===== src/sv/ppht_pkg.sv =====
// Shared types and constants for the polyline pick hit test.
// Used by the controller, the datapath, the multiplier and the top level; depends on nothing.
package ppht_pkg;

  localparam int TOL_WIDTH       = 15;
  localparam int MUL_CHUNK       = 16;
  localparam int CFG_INDEX_WIDTH = 2;

  localparam logic [TOL_WIDTH-1:0] TOL_RESET = 15'd4;

  localparam logic [CFG_INDEX_WIDTH-1:0] CFG_PICK_X    = 2'd0;
  localparam logic [CFG_INDEX_WIDTH-1:0] CFG_PICK_Y    = 2'd1;
  localparam logic [CFG_INDEX_WIDTH-1:0] CFG_TOLERANCE = 2'd2;

  // Products taken on the shared multiplier, in the order they are issued.
  typedef enum logic [2:0] {
    OP_AB,
    OP_CD,
    OP_CROSS,
    OP_SQ1,
    OP_SQ2,
    OP_TT,
    OP_LENTT
  } op_t;

  typedef struct packed {
    logic load;
    logic prep;
    logic mul_start;
    logic finish;
    op_t  op;
  } cmd_t;

  typedef struct packed {
    logic seg;
    logic box_ok;
    logic mul_done;
    logic out_busy;
    logic last;
  } status_t;

endpackage


===== src/sv/ppht_mul.sv =====
// Iterative unsigned multiplier, one MUL_CHUNK-bit slice of the second operand per cycle.
// Depends on ppht_pkg for the slice width.
module ppht_mul #(
  parameter int  OPW = 34,
  localparam int NCH = (OPW + ppht_pkg::MUL_CHUNK - 1) / ppht_pkg::MUL_CHUNK,
  localparam int AW  = OPW + NCH * ppht_pkg::MUL_CHUNK
) (
  input  logic           clk,
  input  logic           rst,
  input  logic           start,
  input  logic [OPW-1:0] a,
  input  logic [OPW-1:0] b,
  output logic           done,
  output logic [AW-1:0]  product
);
  import ppht_pkg::*;

  localparam int K    = MUL_CHUNK;
  localparam int BWID = NCH * K;
  localparam int SW   = OPW + K;
  localparam int CW   = $clog2(NCH + 1);

  logic [OPW-1:0]  a_reg;
  logic [BWID-1:0] b_reg;
  logic [AW-1:0]   acc;
  logic [CW-1:0]   cnt;
  logic            busy;
  logic [OPW-1:0]  upper;
  logic [SW-1:0]   step_sum;
  logic [AW-1:0]   acc_next;

  // The partial sum enters at the top of the accumulator, which then moves right by one slice.
  assign upper    = acc[AW-1 -: OPW];
  assign step_sum = SW'(upper) + SW'(a_reg) * SW'(b_reg[K-1:0]);
  assign acc_next = {step_sum, acc[AW-OPW-1:K]};
  assign product  = acc;

  always_ff @(posedge clk) begin
    if (rst) begin
      busy <= 1'b0;
      done <= 1'b0;
      cnt  <= '0;
    end else begin
      done <= 1'b0;
      if (start) begin
        busy <= 1'b1;
        cnt  <= CW'(NCH);
      end else if (busy) begin
        cnt <= cnt - 1'b1;
        if (cnt == CW'(1)) begin
          busy <= 1'b0;
          done <= 1'b1;
        end
      end
    end
  end

  always_ff @(posedge clk) begin
    if (start) begin
      a_reg <= a;
      b_reg <= BWID'(b);
      acc   <= '0;
    end else if (busy) begin
      acc   <= acc_next;
      b_reg <= b_reg >> K;
    end
  end

endmodule


===== src/sv/ppht_dp.sv =====
// Datapath for the pick hit test: configuration, vertex history, box test, operand
// selection around the shared multiplier, final compare and output register.
// Depends on ppht_pkg and ppht_mul.
module ppht_dp #(
  parameter int  COORD_WIDTH = 16,
  localparam int CFGW = (COORD_WIDTH > ppht_pkg::TOL_WIDTH) ? COORD_WIDTH : ppht_pkg::TOL_WIDTH
) (
  input  logic                                 clk,
  input  logic                                 rst,
  input  ppht_pkg::cmd_t                       cmd,
  output ppht_pkg::status_t                    status,
  input  logic signed [COORD_WIDTH-1:0]        vertex_x,
  input  logic signed [COORD_WIDTH-1:0]        vertex_y,
  input  logic                                 first_vertex,
  input  logic                                 last_vertex,
  input  logic                                 cfg_we,
  input  logic [ppht_pkg::CFG_INDEX_WIDTH-1:0] cfg_index,
  input  logic [CFGW-1:0]                      cfg_data,
  input  logic                                 out_ready,
  output logic                                 out_valid,
  output logic                                 out_hit
);
  import ppht_pkg::*;

  localparam int W   = COORD_WIDTH;
  localparam int DW  = W + 1;
  localparam int PW1 = 2 * W + 1;
  localparam int CRW = 2 * W + 2;
  localparam int TTW = 2 * TOL_WIDTH;
  localparam int MW  = (CRW > TTW) ? CRW : TTW;
  localparam int NCH = (MW + MUL_CHUNK - 1) / MUL_CHUNK;
  localparam int AW  = MW + NCH * MUL_CHUNK;
  localparam int BW  = ((W > TOL_WIDTH) ? W : TOL_WIDTH) + 2;

  // Configuration.
  logic signed [W-1:0]    pick_x;
  logic signed [W-1:0]    pick_y;
  logic [TOL_WIDTH-1:0]   tolerance;

  // Polyline state and the vertex in hand.
  logic signed [W-1:0]    prev_x;
  logic signed [W-1:0]    prev_y;
  logic signed [W-1:0]    cur_x;
  logic signed [W-1:0]    cur_y;
  logic                   cur_first;
  logic                   cur_last;
  logic                   have_prev;
  logic                   hit_so_far;

  // Prepared differences.
  logic [DW-1:0]          mag_a;
  logic [DW-1:0]          mag_b;
  logic [DW-1:0]          mag_c;
  logic [DW-1:0]          mag_d;
  logic                   neg_ab;
  logic                   neg_cd;
  logic                   degen;
  logic                   box_ok;

  // Stored products.
  logic [PW1-1:0]         ab;
  logic [PW1-1:0]         cd;
  logic [PW1-1:0]         sq1;
  logic [PW1-1:0]         sq2;
  logic [TTW-1:0]         tt;
  logic [2*MW-1:0]        cross2;
  logic [2*MW-1:0]        lentt;

  logic signed [DW-1:0]   dif_a;
  logic signed [DW-1:0]   dif_b;
  logic signed [DW-1:0]   dif_c;
  logic signed [DW-1:0]   dif_d;
  logic signed [BW-1:0]   x0e, x1e, y0e, y1e, pxe, pye, te;
  logic signed [BW-1:0]   minx, maxx, miny, maxy;
  logic                   box_ok_c;
  logic [CRW-1:0]         cross_mag;
  logic [CRW-1:0]         len_sum;
  logic [MW-1:0]          op_a;
  logic [MW-1:0]          op_b;
  logic                   mul_done;
  logic [AW-1:0]          product;
  logic                   seg;
  logic                   seg_hit;
  logic                   hit_new;

  function automatic logic [DW-1:0] mag_of(input logic signed [DW-1:0] v);
    logic signed [DW-1:0] n;
    n = -v;
    return v[DW-1] ? DW'(n) : DW'(v);
  endfunction

  // Segment from the previous vertex (start) to the current one (end).
  assign dif_a = DW'(pick_x) - DW'(prev_x);
  assign dif_b = DW'(cur_y) - DW'(prev_y);
  assign dif_c = DW'(cur_x) - DW'(prev_x);
  assign dif_d = DW'(pick_y) - DW'(prev_y);

  assign x0e  = BW'(prev_x);
  assign x1e  = BW'(cur_x);
  assign y0e  = BW'(prev_y);
  assign y1e  = BW'(cur_y);
  assign pxe  = BW'(pick_x);
  assign pye  = BW'(pick_y);
  assign te   = BW'(tolerance);
  assign minx = (x0e < x1e) ? x0e : x1e;
  assign maxx = (x0e < x1e) ? x1e : x0e;
  assign miny = (y0e < y1e) ? y0e : y1e;
  assign maxy = (y0e < y1e) ? y1e : y0e;
  assign box_ok_c = (pxe >= minx - te) && (pxe <= maxx + te) &&
                    (pye >= miny - te) && (pye <= maxy + te);

  // Magnitude of the cross product from the two signed partial products.
  always_comb begin
    if (neg_ab != neg_cd) cross_mag = CRW'(ab) + CRW'(cd);
    else if (ab >= cd) cross_mag = CRW'(ab - cd);
    else cross_mag = CRW'(cd - ab);
  end

  assign len_sum = CRW'(sq1) + CRW'(sq2);

  // For a segment of zero length the two squares are taken of the offsets to the pick point.
  always_comb begin
    unique case (cmd.op)
      OP_AB: begin
        op_a = MW'(mag_a);
        op_b = MW'(mag_b);
      end
      OP_CD: begin
        op_a = MW'(mag_c);
        op_b = MW'(mag_d);
      end
      OP_CROSS: begin
        op_a = MW'(cross_mag);
        op_b = MW'(cross_mag);
      end
      OP_SQ1: begin
        op_a = degen ? MW'(mag_a) : MW'(mag_b);
        op_b = op_a;
      end
      OP_SQ2: begin
        op_a = degen ? MW'(mag_d) : MW'(mag_c);
        op_b = op_a;
      end
      OP_TT: begin
        op_a = MW'(tolerance);
        op_b = MW'(tolerance);
      end
      OP_LENTT: begin
        op_a = MW'(len_sum);
        op_b = MW'(tt);
      end
      default: begin
        op_a = '0;
        op_b = '0;
      end
    endcase
  end

  ppht_mul #(
    .OPW(MW)
  ) u_mul (
    .clk    (clk),
    .rst    (rst),
    .start  (cmd.mul_start),
    .a      (op_a),
    .b      (op_b),
    .done   (mul_done),
    .product(product)
  );

  assign seg     = have_prev && !cur_first;
  assign seg_hit = box_ok && (degen ? (MW'(len_sum) <= MW'(tt)) : (cross2 <= lentt));
  assign hit_new = seg && (hit_so_far || seg_hit);

  assign status.seg      = seg;
  assign status.box_ok   = box_ok;
  assign status.mul_done = mul_done;
  assign status.out_busy = out_valid && !out_ready;
  assign status.last     = cur_last;

  always_ff @(posedge clk) begin
    if (rst) begin
      pick_x     <= '0;
      pick_y     <= '0;
      tolerance  <= TOL_RESET;
      have_prev  <= 1'b0;
      hit_so_far <= 1'b0;
      out_valid  <= 1'b0;
    end else begin
      if (cfg_we) begin
        unique case (cfg_index)
          CFG_PICK_X:    pick_x    <= cfg_data[W-1:0];
          CFG_PICK_Y:    pick_y    <= cfg_data[W-1:0];
          CFG_TOLERANCE: tolerance <= cfg_data[TOL_WIDTH-1:0];
          default: ;
        endcase
      end
      if (cmd.finish && cur_last) out_valid <= 1'b1;
      else if (out_valid && out_ready) out_valid <= 1'b0;
      if (cmd.finish) begin
        if (cur_last) begin
          have_prev  <= 1'b0;
          hit_so_far <= 1'b0;
        end else begin
          have_prev  <= 1'b1;
          hit_so_far <= hit_new;
        end
      end
    end
  end

  always_ff @(posedge clk) begin
    if (cmd.load) begin
      cur_x     <= vertex_x;
      cur_y     <= vertex_y;
      cur_first <= first_vertex;
      cur_last  <= last_vertex;
    end
    if (cmd.prep) begin
      mag_a  <= mag_of(dif_a);
      mag_b  <= mag_of(dif_b);
      mag_c  <= mag_of(dif_c);
      mag_d  <= mag_of(dif_d);
      neg_ab <= dif_a[DW-1] ^ dif_b[DW-1];
      neg_cd <= dif_c[DW-1] ^ dif_d[DW-1];
      degen  <= (dif_b == '0) && (dif_c == '0);
      box_ok <= box_ok_c;
    end
    if (mul_done) begin
      unique case (cmd.op)
        OP_AB:    ab     <= product[PW1-1:0];
        OP_CD:    cd     <= product[PW1-1:0];
        OP_CROSS: cross2 <= product[2*MW-1:0];
        OP_SQ1:   sq1    <= product[PW1-1:0];
        OP_SQ2:   sq2    <= product[PW1-1:0];
        OP_TT:    tt     <= product[TTW-1:0];
        OP_LENTT: lentt  <= product[2*MW-1:0];
        default: ;
      endcase
    end
    if (cmd.finish) begin
      prev_x <= cur_x;
      prev_y <= cur_y;
      if (cur_last) out_hit <= hit_new;
    end
  end

endmodule


===== config.mk =====
export PLATFORM = sky130hd
export DESIGN_NAME = ppht_dp
export DESIGN_NICKNAME = d
export VERILOG_FILES = /design/src/sv/ppht_pkg.sv /design/src/sv/ppht_mul.sv /design/src/sv/ppht_dp.sv
export SDC_FILE = /design/constraint.sdc
export NUM_CORES = 2
export LEC_CHECK = 0
export BUFFER_PORTS_ARGS = -buffer_cell sky130_fd_sc_hd__clkbuf_2
export CORE_MARGIN = 2
export CORE_UTILIZATION = 55
export CTS_CLUSTER_DIAMETER = 50
export DETAILED_ROUTE_END_ITERATION = 10
export PLACE_DENSITY = 0.83
export SLEW_MARGIN = 0
export SYNTH_ARGS = -nofsm -noshare
export SYNTH_HDL_FRONTEND = slang
export SYNTH_SLANG_ARGS = --single-unit

===== constraint.sdc =====
create_clock -name clk -period 6.5 [get_ports clk]
set_input_delay 0.325 -clock clk [delete_from_list [all_inputs] [get_ports clk]]
set_output_delay 0.325 -clock clk [all_outputs]
set_load 0.02 [all_outputs]

==> key figures <==
Status
  – Outcome: complete, but fails checks
  – Violated checks: setup timing

Yosys
  – Number of synthesized flops with an enable pin: approximately 510
  – Average size of a mapped cell: around 9.7 um2
  – Netlist cell types: 98
  – Yosys reg bits: 641
  – Post-synth top flop: edfxtp_1
  – Synthesized cell area: slightly below 0.06 mm2
  – Async set-or-reset flop fraction in the synthesized netlist: 0%
  – Cells after synthesis: 6028
  – Yosys warning total: 0
  – Post-synthesis sequential area ratio: 30.6%
  – Post-Syn Nets: between 7000 and 8000

Critical path
  – Arr. time, crit path: 7260 ps
  – Crit Path Class: flip-flop to flip-flop
  – R2r endpoint: box_ok
  – Reg2Reg Launch Point: prev_x[1]
  – Worst Path Required: 6920 ps
  – Crit end category: flip-flop
  – FF-to-FF setup slack: -340 ps
  – R2R cell count: 32
  – Crit path launch type: flip-flop
  – Critical Path Fanout Max: 2
  – Worst path slowest cell: a2111o_1
  – Slowest Stage Delay on Critical Path: 480 ps

Run
  – Max-capacitance violation count: 0

Detailed routing
  – First drt pass iteration count: 6
  – DR WL/cell: roughly 23 um
  – Via density: ~6.0
  – DR vias: between 40000 and 50000
  – Post-Route WL: about 180 mm
  – Antenna-violating nets left: 0
  – Initial drt markers: approximately 4800
  – Drc violations: 0

Hold path
  – Hold Path Cell Cnt: 2
  – Hold Path Class: input port to flip-flop
  – Worst Hold Launch: cmd[4]
  – Worst Hold End: u_mul.product[6]

Floorplanning
  – Core Box Area: 0.105 mm2
  – Die ar.: about 0.11 mm2
  – DIE WIDTH: 330 um
  – Die H: 330 um
  – Initial Utilization: approximately 55%
  – Ports: 70
  – Row count: around 120

Timing
  – Measured slew at the worst slew-check pin: approximately 1200 ps
  – Hold Vio Cnt, Final: 0
  – Final max-slew violation count: 0
  – Fmax: between 100 and 150 MHz
  – # setup viols final: 5
  – Post-route worst setup slack: -335 ps
  – Fin Clk Skew: just under 50 ps
  – Period minus WS final: between 6000 and 7000 ps
  – RSZ-0062 raised after global routing: true
  – Post-route clock period utilization: 105%
  – Rel. slew slack: a little under a quarter

Power and ir drop
  – Total design power: 40100 uW
  – Pwr per Cell Area: about 600 mW/mm2
  – Worst-case vdd ir drop: approximately 1.5 mV
  – Static Leakage: 0.0298 uW

Place
  – IO buf count: between 60 and 70
  – Placer Congestion: 1.04
  – Pre-CTS setup slack: -498 ps
  – Placed wire-length estimate: around 140 mm
  – Area after DPL: between 0.06 and 0.07 mm2

Cells and area
  – Synth-to-Final Area Change: 14.7%
  – Multi-input logic area: between 0.03 and 0.04 mm2
  – Final Instance Area: 0.0670 mm2
  – Share of cells above drive strength 1: a little over an eighth
  – Final Net Count: 7522
  – Register area: about 0.018 mm2
  – Commonest non-fill, non-tap cell in the layout: inv_1
  – Most frequent cells in the layout: inv_1 (854), nand2_1 (696), ha_1 (544)
  – Max reg flops: 82
  – FILL cells: 7936

Clocking
  – Clk sink count: 641
  – CTS max path bufs: 3
  – CTS tree: built
  – Clk_lat worst skew: 680 ps
  – Clock root buffer: clkbuf_16
  – TritonCTS buffer count: roughly 80
  – # H-tree levels: 3
  – Clock slew at reported path FFs: 60 ps

GRT
  – Vias in the first global route: 48700
  – Overflow after GRT: 0
  – Initial antenna violation count: 11
  – Largest net degree at the start of global routing: 76
  – Global-route wire length before repair: around 270 mm
  – Tot GR Track Use: between 30% and 40%
-- through the flow --
step | util [%] | hold WS (ps) | TNS [ps] | instances
finish | 63.6 | 204 | -504 | 7875
global route | 63.6 | 213 | -2520 | 7871
CTS | 62.7 | 184 | -32.6 | 7824
detailed placement | 58.9 | 448 | -3590 | 7558
global placement | 58.9 | 436 | -2110 | 7558
floorplan | - | 424 | -18.4 | 6028
-- cell type report --
cell class	instances	area share [%]
inverters	861	4.82
clock inverters	50	0.926
flip-flops and latches	641	26.7
repair buffers	540	6.48
diodes	8	0.0299
well taps	1391	2.60
clock buffers	103	3.28
multi-input cells	4281	55.2
-- worst max-delay path: cells and delay by family (launching register included) --
family | cells | cell delay, ps
mux | 2 | 610
flops | 1 | 430
fa+ha+maj | 4 | 1100
compound gates | 19 | 3660
buf+inv | 1 | 90
simple gates | 6 | 680
-- cell families after synthesis --
family	synth area share, %
AOI/OAI and AO/OA	13.6
xor gates and xnor gates	3.82
adders and majority gates	28.8
buffers and inverters	7.42
DFF	30.6
muxes	3.48
and+or+nand+nor	12.3
-- power breakdown --
| group | internal [uW] | total, uW | switching, uW |
|---|---|---|---|
| clock | 2720 | 4700 | 1970 |
| combinational | 13200 | 30200 | 17000 |
| sequential | 4820 | 5180 | 362 |
| total | 20800 | 40100 | 19300 |
-- worst max-delay path by stage --
stage | cells past startpoint | startpoint | end | slack [ps]
final | 32 | prev_x[1] | box_ok | -340
after global routing | 32 | prev_x[1] | box_ok | -500
after CTS | 27 | u_mul.a_reg[12] | u_mul.product[69] | -20
after detailed placement | 23 | u_mul.b_reg[10] | u_mul.product[76] | -500
after global placement | 23 | u_mul.b_reg[10] | u_mul.product[76] | -350
after floorplan | 33 | prev_y[1] | box_ok | -20
-- repair_timing --
item,4_1_cts,5_1_grt
endpoints found under the hold margin,82,0
setup buffers,63,47
cloned,0,3
pin swaps,40,129
gates resized for setup,49,143
setup endpoints to repair,18,32
hold buffers,51,0
-- layer usage --
layer | wire length (um) | up-vias | track usage, %
met4 | 12800 | 4 | 20.0
met1 | 67000 | 23200 | 39.8
li1 | - | 21300 | -
met5 | 24 | - | 0
met2 | 84700 | 2415 | 53.9
met3 | 15900 | 731 | 6.53
-- cells in the mapped netlist, types with 19 or more instances --
master,count,area [um2]
nand4_1,68,425
a211oi_1,41,308
xnor2_1,175,1530
xor2_1,80,701
o211ai_1,26,195
fa_1,492,9850
nand3_1,69,345
dfxtp_1,136,2720
o22ai_1,33,206
a22o_1,29,254
nor2_1,282,1060
clkbuf_1,182,683
nor2b_1,43,269
o21a_1,35,263
a31oi_1,25,156
mux2_2,45,507
nor3_1,62,310
nor4_1,19,119
mux2i_1,151,1510
edfxtp_1,505,15200
buf_1,19,71.3
inv_1,859,3220
nand2_1,697,2620
nand2b_1,38,238
a21oi_1,391,1960
a21o_1,157,1180
o21ai_0,243,1220
o21bai_1,61,458
ha_1,560,7010
and2_1,155,970
Power figures use the tool's default switching activity.
